### config.mk
export PLATFORM = sky130hd
export DESIGN_NAME = sha1_hash_core_unit_flat
export DESIGN_NICKNAME = d
export VERILOG_FILES = /design/src/sha1hc_pkg.sv /design/src/sha1hc_if.sv /design/src/sha1_hash_core_unit.sv /design/src/sha1hc_front.sv /design/src/sha1hc_queue.sv /design/src/sha1hc_back.sv /design/src/flat_wrapper.sv
export SDC_FILE = /design/constraint.sdc
export NUM_CORES = 2
export LEC_CHECK = 0
export BUFFER_PORTS_ARGS = -buffer_cell sky130_fd_sc_hd__buf_2
export CAP_MARGIN = 20
export CORE_UTILIZATION = 50
export DETAILED_ROUTE_END_ITERATION = 7
export MAX_ROUTING_LAYER = met4
export PLACE_DENSITY = 0.65
export SLEW_MARGIN = 20
export SYNTH_ARGS = -nofsm -noshare
export SYNTH_HDL_FRONTEND = slang
export SYNTH_HIERARCHICAL = 1
export SYNTH_SLANG_ARGS = --single-unit
### constraint.sdc
create_clock -name clock -period 51 [get_ports clock]
set_input_delay 2.55 -clock clock [delete_from_list [all_inputs] [get_ports clock]]
set_output_delay 2.55 -clock clock [all_outputs]
set_load 0.02 [all_outputs]
### src/sha1hc_pkg.sv
// ----------------------------------------------------------------------------
// sha1hc_pkg
// Shared types and constants of the SHA-1 hash core.
// ----------------------------------------------------------------------------
`default_nettype none

package sha1hc_pkg;

   // chaining values after reset and after every digest
   localparam logic [31:0] H_INIT [5] = '{
      32'h67452301, 32'hEFCDAB89, 32'h98BADCFE, 32'h10325476, 32'hC3D2E1F0
   };

   // round constants, one per group of twenty rounds
   localparam logic [31:0] K_R0 = 32'h5A827999;
   localparam logic [31:0] K_R1 = 32'h6ED9EBA1;
   localparam logic [31:0] K_R2 = 32'h8F1BBCDC;
   localparam logic [31:0] K_R3 = 32'hCA62C1D6;

   localparam logic [7:0] PAD_BYTE = 8'h80;

   // word queue between front and back
   localparam int QUEUE_DEPTH = 16;
   localparam int QPTR_W      = $clog2(QUEUE_DEPTH);

   localparam logic ACT_ABSORB = 1'b0;
   localparam logic ACT_FINISH = 1'b1;

   // one big-endian message word on its way to the compression unit
   typedef struct packed {
      logic [31:0] data;
      logic        blk_end;   // sixteenth word of a block
      logic        final_blk; // closing block of a message
   } qword_type;

   typedef struct packed {
      logic full;
      logic empty;
   } qstat_type;

endpackage

`default_nettype wire

### src/sha1hc_if.sv
// ----------------------------------------------------------------------------
// sha1hc_req_if / sha1hc_rsp_if
// Valid/ready channels of the SHA-1 hash core.
// ----------------------------------------------------------------------------
`default_nettype none

interface sha1hc_req_if;
   logic       valid;
   logic       ready;
   logic       action;
   logic [7:0] data_byte;

   modport source (output valid, action, data_byte, input ready);
   modport sink (input valid, action, data_byte, output ready);
   modport monitor (input valid, ready, action, data_byte);
endinterface

interface sha1hc_rsp_if;
   logic        valid;
   logic        ready;
   logic [31:0] digest_word;
   logic        last_word;

   modport source (output valid, digest_word, last_word, input ready);
   modport sink (input valid, digest_word, last_word, output ready);
   modport monitor (input valid, ready, digest_word, last_word);
endinterface

`default_nettype wire

### src/sha1_hash_core_unit.sv
// ----------------------------------------------------------------------------
// sha1_hash_core_unit
// SHA-1 digest engine: byte requests in, five digest words out per message.
// ----------------------------------------------------------------------------
// A request either absorbs one message byte (action 0) or finishes the message
// (action 1). The front takes one byte request per cycle while it is not
// padding and the queue is not full, and packs words into a 16-word queue;
// the back loads 16 words and then runs the 80 rounds one per cycle, followed
// by the chaining add. The front stalls while the queue is full and while it
// pads and appends the length. A finish request adds padding at one byte per
// cycle while the queue is not full, and the five digest words come out on
// the response channel, word 0 first, last_word on word 4.
`default_nettype none

module sha1_hash_core_unit (
   input  wire logic      clock,
   input  wire logic      reset,
   sha1hc_req_if.sink     req_if,
   sha1hc_rsp_if.source   rsp_if
);
   import sha1hc_pkg::*;

   qword_type push_word, pop_word;
   qstat_type qstat;
   logic      push, pop;

   sha1hc_front u_front (
      .clock     (clock),
      .reset     (reset),
      .req_if    (req_if),
      .qstat     (qstat),
      .push      (push),
      .push_word (push_word)
   );

   sha1hc_queue u_queue (
      .clock     (clock),
      .reset     (reset),
      .push      (push),
      .push_word (push_word),
      .pop       (pop),
      .pop_word  (pop_word),
      .qstat     (qstat)
   );

   sha1hc_back u_back (
      .clock    (clock),
      .reset    (reset),
      .pop_word (pop_word),
      .qstat    (qstat),
      .pop      (pop),
      .rsp_if   (rsp_if)
   );

endmodule

`default_nettype wire

### src/sha1hc_front.sv
// ----------------------------------------------------------------------------
// sha1hc_front
// Takes requests, appends padding and length, packs bytes into words.
// ----------------------------------------------------------------------------
`default_nettype none

module sha1hc_front (
   input  wire logic              clock,
   input  wire logic              reset,
   sha1hc_req_if.sink             req_if,
   input  sha1hc_pkg::qstat_type  qstat,
   output logic                   push,
   output sha1hc_pkg::qword_type  push_word
);
   import sha1hc_pkg::*;

   typedef enum logic [2:0] {
      F_DATA = 3'b001,
      F_PAD  = 3'b010,
      F_LEN  = 3'b100
   } fstate_type;

   fstate_type  state_ff, state_in;
   logic [63:0] count_ff, count_in;
   logic [63:0] len_ff, len_in;
   logic [23:0] acc_ff, acc_in;

   logic       byte_go;
   logic [7:0] byte_val;
   logic       final_go;

   // byte source selection
   always_comb begin
      state_in      = state_ff;
      len_in        = len_ff;
      byte_go       = 1'b0;
      byte_val      = 8'h00;
      final_go      = 1'b0;
      req_if.ready  = 1'b0;
      case (state_ff)
         F_DATA: begin
            req_if.ready = !qstat.full;
            if (req_if.valid && !qstat.full) begin
               byte_go = 1'b1;
               if (req_if.action == ACT_FINISH) begin
                  byte_val = PAD_BYTE;
                  len_in   = {count_ff[60:0], 3'b000};
                  state_in = F_PAD;
               end else begin
                  byte_val = req_if.data_byte;
               end
            end
         end
         F_PAD: begin
            if (count_ff[5:0] == 6'd56) begin
               state_in = F_LEN;
            end else if (!qstat.full) begin
               byte_go = 1'b1;
            end
         end
         F_LEN: begin
            if (!qstat.full) begin
               byte_go  = 1'b1;
               byte_val = len_ff[63:56];
               len_in   = {len_ff[55:0], 8'h00};
               if (count_ff[5:0] == 6'd63) begin
                  final_go = 1'b1;
                  state_in = F_DATA;
               end
            end
         end
         default: state_in = F_DATA;
      endcase
   end

   // count and word packing
   always_comb begin
      count_in = count_ff;
      acc_in   = acc_ff;
      push     = 1'b0;
      push_word.data      = {acc_ff, byte_val};
      push_word.blk_end   = (count_ff[5:0] == 6'd63);
      push_word.final_blk = final_go;
      if (byte_go) begin
         count_in = final_go ? 64'd0 : count_ff + 64'd1;
         acc_in   = {acc_ff[15:0], byte_val};
         push     = (count_ff[1:0] == 2'b11);
      end
   end

   always_ff @(posedge clock) begin
      if (reset) begin
         state_ff <= F_DATA;
         count_ff <= '0;
      end else begin
         state_ff <= state_in;
         count_ff <= count_in;
      end
      len_ff <= len_in;
      acc_ff <= acc_in;
   end

endmodule

`default_nettype wire

### src/sha1hc_queue.sv
// ----------------------------------------------------------------------------
// sha1hc_queue
// Small word FIFO that decouples the front from the compression unit.
// ----------------------------------------------------------------------------
`default_nettype none

module sha1hc_queue (
   input  wire logic              clock,
   input  wire logic              reset,
   input  wire logic              push,
   input  sha1hc_pkg::qword_type  push_word,
   input  wire logic              pop,
   output sha1hc_pkg::qword_type  pop_word,
   output sha1hc_pkg::qstat_type  qstat
);
   import sha1hc_pkg::*;

   qword_type         slot_ff [QUEUE_DEPTH];
   logic [QPTR_W-1:0] wr_ff, rd_ff;
   logic [QPTR_W:0]   cnt_ff;

   logic do_push, do_pop;

   assign qstat.full  = (cnt_ff == QUEUE_DEPTH[QPTR_W:0]);
   assign qstat.empty = (cnt_ff == '0);
   assign do_push     = push && !qstat.full;
   assign do_pop      = pop && !qstat.empty;
   assign pop_word    = slot_ff[rd_ff];

   always_ff @(posedge clock) begin
      if (reset) begin
         wr_ff  <= '0;
         rd_ff  <= '0;
         cnt_ff <= '0;
      end else begin
         if (do_push) wr_ff <= wr_ff + 1'b1;
         if (do_pop) rd_ff <= rd_ff + 1'b1;
         if (do_push && !do_pop) cnt_ff <= cnt_ff + 1'b1;
         else if (do_pop && !do_push) cnt_ff <= cnt_ff - 1'b1;
      end
      if (do_push) slot_ff[wr_ff] <= push_word;
   end

endmodule

`default_nettype wire

### src/sha1hc_back.sv
// ----------------------------------------------------------------------------
// sha1hc_back
// Loads block words, runs 80 SHA-1 rounds, keeps chaining words, emits digest.
// ----------------------------------------------------------------------------
`default_nettype none

module sha1hc_back (
   input  wire logic              clock,
   input  wire logic              reset,
   input  sha1hc_pkg::qword_type  pop_word,
   input  sha1hc_pkg::qstat_type  qstat,
   output logic                   pop,
   sha1hc_rsp_if.source           rsp_if
);
   import sha1hc_pkg::*;

   typedef enum logic [3:0] {
      B_LOAD  = 4'b0001,
      B_ROUND = 4'b0010,
      B_ADD   = 4'b0100,
      B_EMIT  = 4'b1000
   } bstate_type;

   bstate_type  state_ff, state_in;
   logic [31:0] w_ff [16];
   logic [31:0] chain_ff [5];
   logic [31:0] a_ff, b_ff, c_ff, d_ff, e_ff;
   logic [6:0]  rnd_ff;
   logic        final_ff;
   logic [2:0]  idx_ff;

   logic [31:0] fn, kc, tmp, w_mix, w_new;
   logic        rsp_go;

   assign pop    = (state_ff == B_LOAD) && !qstat.empty;
   assign rsp_go = rsp_if.valid && rsp_if.ready;

   // round function and message schedule
   always_comb begin
      if (rnd_ff < 7'd20) begin
         fn = (b_ff & c_ff) | (~b_ff & d_ff);
         kc = K_R0;
      end else if (rnd_ff < 7'd40) begin
         fn = b_ff ^ c_ff ^ d_ff;
         kc = K_R1;
      end else if (rnd_ff < 7'd60) begin
         fn = (b_ff & c_ff) | (b_ff & d_ff) | (c_ff & d_ff);
         kc = K_R2;
      end else begin
         fn = b_ff ^ c_ff ^ d_ff;
         kc = K_R3;
      end
      tmp   = {a_ff[26:0], a_ff[31:27]} + fn + e_ff + kc + w_ff[0];
      w_mix = w_ff[13] ^ w_ff[8] ^ w_ff[2] ^ w_ff[0];
      w_new = {w_mix[30:0], w_mix[31]};
   end

   always_comb begin
      state_in = state_ff;
      case (state_ff)
         B_LOAD:  if (pop && pop_word.blk_end) state_in = B_ROUND;
         B_ROUND: if (rnd_ff == 7'd79) state_in = B_ADD;
         B_ADD:   state_in = final_ff ? B_EMIT : B_LOAD;
         B_EMIT:  if (rsp_go && idx_ff == 3'd4) state_in = B_LOAD;
         default: state_in = B_LOAD;
      endcase
   end

   assign rsp_if.valid       = (state_ff == B_EMIT);
   assign rsp_if.digest_word = chain_ff[idx_ff];
   assign rsp_if.last_word   = (idx_ff == 3'd4);

   always_ff @(posedge clock) begin
      if (reset) begin
         state_ff <= B_LOAD;
         for (int i = 0; i < 5; i++) chain_ff[i] <= H_INIT[i];
         rnd_ff   <= '0;
         idx_ff   <= '0;
         final_ff <= 1'b0;
      end else begin
         state_ff <= state_in;
         case (state_ff)
            // shift words in, latch working variables on the last one
            B_LOAD: begin
               if (pop) begin
                  for (int i = 0; i < 15; i++) w_ff[i] <= w_ff[i+1];
                  w_ff[15] <= pop_word.data;
                  if (pop_word.blk_end) begin
                     final_ff <= pop_word.final_blk;
                     rnd_ff   <= '0;
                     a_ff <= chain_ff[0];
                     b_ff <= chain_ff[1];
                     c_ff <= chain_ff[2];
                     d_ff <= chain_ff[3];
                     e_ff <= chain_ff[4];
                  end
               end
            end
            // one round per cycle
            B_ROUND: begin
               for (int i = 0; i < 15; i++) w_ff[i] <= w_ff[i+1];
               w_ff[15] <= w_new;
               e_ff   <= d_ff;
               d_ff   <= c_ff;
               c_ff   <= {b_ff[1:0], b_ff[31:2]};
               b_ff   <= a_ff;
               a_ff   <= tmp;
               rnd_ff <= rnd_ff + 7'd1;
            end
            B_ADD: begin
               chain_ff[0] <= chain_ff[0] + a_ff;
               chain_ff[1] <= chain_ff[1] + b_ff;
               chain_ff[2] <= chain_ff[2] + c_ff;
               chain_ff[3] <= chain_ff[3] + d_ff;
               chain_ff[4] <= chain_ff[4] + e_ff;
               idx_ff      <= '0;
            end
            // hand out digest, then restart chaining
            B_EMIT: begin
               if (rsp_go) begin
                  if (idx_ff == 3'd4) begin
                     for (int i = 0; i < 5; i++) chain_ff[i] <= H_INIT[i];
                     idx_ff <= '0;
                  end else begin
                     idx_ff <= idx_ff + 3'd1;
                  end
               end
            end
            default: ;
         endcase
      end
   end

endmodule

`default_nettype wire

### src/flat_wrapper.sv
// flat-port wrapper written by rule: the top's interface ports become plain ports
module sha1_hash_core_unit_flat import sha1hc_pkg::*;
  (clock, reset, req_if_valid, req_if_action, req_if_data_byte, req_if_ready, rsp_if_valid, rsp_if_digest_word, rsp_if_last_word, rsp_if_ready);
  sha1hc_req_if req_if_i ();
  sha1hc_rsp_if rsp_if_i ();
  input  wire logic clock;
  input  wire logic reset;
  input wire logic [$bits(req_if_i.valid)-1:0] req_if_valid;
  input wire logic [$bits(req_if_i.action)-1:0] req_if_action;
  input wire logic [$bits(req_if_i.data_byte)-1:0] req_if_data_byte;
  output wire logic [$bits(req_if_i.ready)-1:0] req_if_ready;
  output wire logic [$bits(rsp_if_i.valid)-1:0] rsp_if_valid;
  output wire logic [$bits(rsp_if_i.digest_word)-1:0] rsp_if_digest_word;
  output wire logic [$bits(rsp_if_i.last_word)-1:0] rsp_if_last_word;
  input wire logic [$bits(rsp_if_i.ready)-1:0] rsp_if_ready;
  assign req_if_i.valid = req_if_valid;
  assign req_if_i.action = req_if_action;
  assign req_if_i.data_byte = req_if_data_byte;
  assign req_if_ready = req_if_i.ready;
  assign rsp_if_valid = rsp_if_i.valid;
  assign rsp_if_digest_word = rsp_if_i.digest_word;
  assign rsp_if_last_word = rsp_if_i.last_word;
  assign rsp_if_i.ready = rsp_if_ready;
  sha1_hash_core_unit u_core (.clock(clock), .reset(reset), .req_if(req_if_i), .rsp_if(rsp_if_i));
endmodule
Word-level counts from Yosys, hierarchy flattened
Memory sizes are Yosys's and may differ from the RTL's. A register that Yosys moved wholly into a read port is not among the register bits.
Cells that the tools add are included.

word-level totals
  register bits after elaboration = 343
  bits in writable memories = 1216
  input port bits = 13
  output and inout port bits = 35
  logic and storage cells = 234
  memories = 3

memories
  name                    depth  bits a word  rd ports  clocked after memory_dff  wr ports  RTL line            RTL
  u_core.u_queue.slot_ff  16     34           1         1                         1         sha1hc_queue.sv:18  qword_type slot_ff [QUEUE_DEPTH];
  u_core.u_back.w_ff      16     32           16        0                         16        sha1hc_back.sv:25   logic [31:0] w_ff [16];
  u_core.u_back.chain_ff  5      32           6         1                         5         sha1hc_back.sv:26   logic [31:0] chain_ff [5];

cells by class
  add/sub/neg operators = 16
  magnitude comparators = 3
  equal/unequal tests = 24
  multiplexer cells = 107
  bitwise operators = 40
  reduce and logical (&&, ||, !) cells = 25

operators by type and width
  kind                     count
  $mux W32                 41
  $pmux W32 S2             5
  $add A32 B32 Y32         9
  $mux W64                 4
  $xor A32 B32 Y32         5
  $and A32 B32 Y32         4
  $pmux W64 S2             1
  $or A32 B32 Y32          3
  $add A64 B1 Y64 const B  1
  $not A32 Y32             1
  $mux W31                 1
  $mux W1                  27
  $mux W3                  9
  $or A1 B1 Y1             26
  $mux W4                  6
  $mux W8                  3
  $ne A2 B2 Y1 const B     8
  $pmux W4 S4              1
  $pmux W8 S2              1
  $lt A7 B6 Y1 const B     2
  $mux W7                  2
  $pmux W7 S2              1
  $eq A6 B6 Y1 const B     2
  $mux W5                  2
  other kinds (29)         50

Depth between registers and ports, before layout
  word-level depth = 11
  mapped depth = 26
  depth with buffers taken out = 25

Cells and area by module
The synthesis kept the hierarchy.

modules (own cells, without submodules)
  module        instances  cells each  area each (µm²)
  sha1hc_back   1          3464        43585.6
  sha1hc_queue  1          942         21231.6
  sha1hc_front  1          688         6726.5

Worst setup path before layout
No wires, ideal clock.

  path kind = input to register
  from = input port reset
  to = memory u_core.u_back.w_ff[0][0] (enable)
  arrival time = 23956 ps
  data required time = 49602 ps
  path slack = 25646 ps
  cell stages on the path = 2
  buffers on the path = 1
  cells stage by stage = clkbuf_1 > nor2_1

RTL lines
  item         RTL line           RTL
  from (decl)  flat_wrapper.sv:7  input wire logic reset;
  to (decl)    sha1hc_back.sv:25

Worst setup path in the final report
  from = register u_core.u_back.rnd_ff[4]
  to = register u_core.u_back.a_ff[30] (data pin)

on the way
  longest elaborated chain between the ends = 9
  elaborated cells on any way between the ends = 14
  those cells by class = add/sub (4); order compare (3); mux (7)

ends and longest elaborated chain
  item                             RTL line            RTL
  from (decl)                      sha1hc_back.sv:28   logic [6:0] rnd_ff;
  from (signal assigned)           sha1hc_back.sv:108  rnd_ff <= rnd_ff + 7'd1;
  $lt A7 B6 Y1                     sha1hc_back.sv:46   end else if (rnd_ff < 7'd60) begin
  $mux W32                         sha1hc_back.sv:46
  $mux W32                         sha1hc_back.sv:43   end else if (rnd_ff < 7'd40) begin
  $mux W32                         sha1hc_back.sv:40   if (rnd_ff < 7'd20) begin
  $add A32 B32 Y32 (2 in a row)    sha1hc_back.sv:53   tmp = {a_ff[26:0], a_ff[31:27]} + fn + e_ff + kc + w_ff[0];
  $add A32 B32 Y32 * (2 in a row)  sha1hc_back.sv:53
  $pmux W32 S2 *                   sha1hc_back.sv:82   case (state_ff)
  to (signal assigned)             sha1hc_back.sv:91   a_ff <= chain_ff[0];
  to (signal assigned)             sha1hc_back.sv:107  a_ff <= tmp;
  to (decl)                        sha1hc_back.sv:27   logic [31:0] a_ff, b_ff, c_ff, d_ff, e_ff;

Mark *: on every way between the ends. The rest lies on a longest branch, timed or not.
A chain may end at the register's enable or synchronous reset.

==> impl_metrics.env <==
export IMPL_period_needed_ps=7260
export IMPL_cts_tree="built"
export IMPL_netlist_top_cells_count="1461 x edfxtp_1, 793 x nand2_1, 283 x inv_1"
export IMPL_routed_wirelength_um=168000
export IMPL_cp_cell_sequence="o21ai_0 -> nor2b_1 -> inv_1 -> nand2_1 -> clkinv_1 -> a222oi_1 -> fa_1 -> fa_1 -> fa_1 -> inv_1 -> ha_1 -> a211oi_1 -> o21ai_0 -> a211oi_1 -> o21ai_0 -> a41oi_1 -> o21ai_0 -> a221oi_1 -> xor2_1 -> o21ai_0"
export IMPL_worstSetupEndpointType="register"
export IMPL_grt_setup_unrepaired="no"
export IMPL_skew_ps=32.2
export IMPL_hp_class="reg2reg"
export IMPL_grt_pass1_wl_um=255000
export IMPL_n_fill_cell=11300
export IMPL_via_per_inst=5.86
export IMPL_hold_buffers=0
export IMPL_criticalPathCategory="reg2reg"
export IMPL_timing_fmax_mhz=138
export IMPL_core_area_sq_mm=0.142
export IMPL_overflow=0
export IMPL_switchingPower_mw=1.06
export IMPL_fp_dieW_um=380
export IMPL_status="finished, final reports clean"
export IMPL_ys_flop_type="edfxtp_1"
export IMPL_hold_viol=0
export IMPL_power_mw=3.57
export IMPL_crit_slowest_cell="clkinv_1"
export IMPL_tightestPinTransition_ps=1080
export IMPL_synth_most_common_cell="edfxtp_1"
export IMPL_htree_num_levels=4
export IMPL_routabilityCongestion=0.909
export IMPL_ys_warn_count=6
export IMPL_synthMuxAreaShare=0.0638
export IMPL_relSlewSlack=0.273
export IMPL_synth_simple_area_share=0.0844
export IMPL_initial_core_util=0.505
export IMPL_power_frac_seq=0.431
export IMPL_synth_area_top_cells="edfxtp_1 61%, mux4_2 5.3%, nand2_1 4.2%, ha_1 3.6%, fa_1 3.5%"
export IMPL_firstDrtPassIters=8
export IMPL_combinationalPowerShare=0.236
export IMPL_syn_inst=5094
export IMPL_synth_fa_ha_area_frac=0.0715
export IMPL_cp_required_ps=51490
export IMPL_worst_path_buf_inv=3
export IMPL_yosysTopAreaCellShare=0.613
export IMPL_synth_compound_area_frac=0.0793
export IMPL_place_hpwl_um=106000
export IMPL_cts_sinks=1560
export IMPL_power_density_mw_per_mm2=44.9
export IMPL_worstSetupStartpointType="register"
export IMPL_synth_edff_count=1461
export IMPL_finalSetupViolations=0
export IMPL_yosysUniqueCellTypes=95
export IMPL_ir_drop_mv=0.0342
export IMPL_cts_resized=0
export IMPL_wire_per_inst_um=23.2
export IMPL_clk_transition_reported_paths_ps=60
export IMPL_p_clk_frac=0.333
export IMPL_grt_usage=0.240
export IMPL_path_common_cell="o21ai_0"
export IMPL_yosys_area_top_type="edfxtp_1"
export IMPL_syn_nets=5440
export IMPL_drive_gt1_frac=0.122
export IMPL_drc_errors=0
export IMPL_ys_ff_latch=1560
export IMPL_grt_pass1_vias=41300
export IMPL_p_int_mw=2.51
export IMPL_cts_inserted_buffers=164
export IMPL_synthArstFlopShare=0
export IMPL_antenna_found_initial=2
export IMPL_maxCapViolations=0
export IMPL_portBuffers=47
export IMPL_synthXorXnorAreaFrac=0.0340
export IMPL_critical_path_top_delay_family="compound AO/OA/AOI/OAI gates"
export IMPL_cp_arrival_ps=7750
export IMPL_grt_max_degree=214
export IMPL_r2r_setup_slack_ps=43740
export IMPL_crit_path_max_fanout=20
export IMPL_cts_setup_buffers=0
export IMPL_ios=48
export IMPL_rows=138
export IMPL_dr_total_vias=42300
export IMPL_max_stage_delay_ps=760
export IMPL_yosysSeqAreaShare=0.641
export IMPL_nNetsFinal=5530
export IMPL_drtIter0Drc=4339
export IMPL_finalCritPeriodShare=0.142
export IMPL_die_area_sq_mm=0.145
export IMPL_root_buffer="clkbuf_16"
export IMPL_setup_tns_ps=0
export IMPL_clockBufferDepth=3
export IMPL_synth_area_sq_mm=0.0715
export IMPL_syn_to_final_growth_pct=11.1
export IMPL_netSwitchingFraction=0.297
export IMPL_insertion_delay_ps=800
export IMPL_maxSlewViolCount=0
export IMPL_fp_dieH_um=380
export IMPL_avgSynthCellArea_sq_um=14.0
export IMPL_synth_top_family_by_area="simple AND/OR/NAND/NOR gates"
export IMPL_p_leak_nw=27.5
export IMPL_postRouteAntennaNets=0
-- worst reg2reg max path, cell delays in order, from the launching register on --
cell      delay, ps
dfxtp_1         380
o21ai_0         150
nor2b_1         320
inv_1           260
nand2_1         150
clkinv_1        760
a222oi_1        670
fa_1            530
fa_1            440
fa_1            550
inv_1            60
ha_1            300
a211oi_1        200
o21ai_0         150
a211oi_1        490
o21ai_0         320
a41oi_1         370
o21ai_0         260
a221oi_1        360
xor2_1          190
o21ai_0          90
-- cell families after synthesis --
| logic type | count (synthesis) |
|---|---|
| AO/OA/AOI/OAI | 866 |
| XOR/XNOR | 278 |
| adder cells (fa/ha/maj) | 333 |
| buffers and inverters | 467 |
| flip-flops | 1560 |
| multiplexers | 240 |
| AND/OR/NAND/NOR | 1350 |
-- state kept, by name (all words and copies together), names as in the netlist, 4 cells and up, named ones only --
register,count
u_core/u_back/a_ff,32
u_core/u_back/b_ff,32
u_core/u_back/c_ff,32
u_core/u_back/chain_ff,160
u_core/u_back/d_ff,32
u_core/u_back/e_ff,32
u_core/u_back/rnd_ff,7
u_core/u_back/state_ff,4
u_core/u_back/w_ff,512
u_core/u_front/acc_ff,24
u_core/u_front/count_ff,61
u_core/u_front/len_ff,61
u_core/u_queue/cnt_ff,5
u_core/u_queue/rd_ff,4
u_core/u_queue/slot_ff,544
u_core/u_queue/wr_ff,4
-- path summary, 6_finish.rpt --
| check | start | endpoint | cells past startpoint |
|---|---|---|---|
| worst min-delay path | u_core/u_back/w_ff[0][100] | u_core/u_back/w_ff[0][68] | 0 |
| worst max-delay path | u_core/u_back/rnd_ff[4] | u_core/u_back/a_ff[30] | 20 |
| worst min register to register | u_core/u_back/w_ff[0][100] | u_core/u_back/w_ff[0][68] | 0 |
| worst max register to register | u_core/u_back/rnd_ff[4] | u_core/u_back/a_ff[30] | 20 |
-- area by class of cell --
class | instances | area [sq um] | share of cell area
Antenna cell | 2 | 5.00 | 0.0000630
Clock buffer | 217 | 4410 | 0.0555
Clock inverter | 86 | 987 | 0.0124
Inverter | 285 | 1070 | 0.0135
Multi-Input combinational cell | 3067 | 24000 | 0.303
Sequential cell | 1560 | 45900 | 0.577
Tap cell | 1890 | 2360 | 0.0298
Timing Repair Buffer | 106 | 716 | 0.00901
-- power by group through the flow --
stage                     registers (mW)  clock network [mW]  logic, mW
final                               1.54                1.19      0.842
after global routing                1.55                1.26      0.942
after CTS                           1.54                1.22      0.839
after detailed placement            1.57                   0      0.832
after global placement              1.56                   0      0.823
after floorplan                     1.57                   0      0.630
-- per-layer routing --
metal / wire, um / share of wire / track usage / vias up
li1: - / - / - / 19200
met1: 73600 / 0.44 / 0.335 / 21300
met2: 77500 / 0.46 / 0.361 / 1541
met3: 11300 / 0.067 / 0.0369 / 288
met4: 5180 / 0.031 / 0.0765 / 0
met5: 0 / 0 / - / -
-- cell usage in the layout, fill, tap and decap left out, types with 24 or more instances in the layout --
cell type and instances:
clkbuf_16 167, mux2_2 49, a21o_1 84, clkinv_1 34, xnor2_1 186, and3_1 37
a21oi_1 213, nor2_1 201, buf_2 47, edfxtp_1 1461, o21bai_1 24, nand2b_1 40
or4_1 26, ha_1 207, dfxtp_1 94, nand4_1 29, inv_1 283, o21ai_0 209
o31ai_1 33, a22oi_1 72, fa_1 126, nand2_1 791, mux4_2 168, nand3_1 51
clkbuf_1 46, buf_4 56, xor2_1 92, or3_1 24
-- metrics by stage --
step	cells	utilization	setup slack, ps	hold slack [ps]	area (sq um)
detailed placement	6908	0.522	43690	405	74100
floorplan	5094	-	25650	400	71500
global route	7213	0.561	43080	417	79500
global placement	6908	0.522	43940	400	74100
finish	7213	0.561	43740	411	79500
CTS	7211	0.560	43690	413	79400
Note: power is estimated with default switching activity, not from simulation.
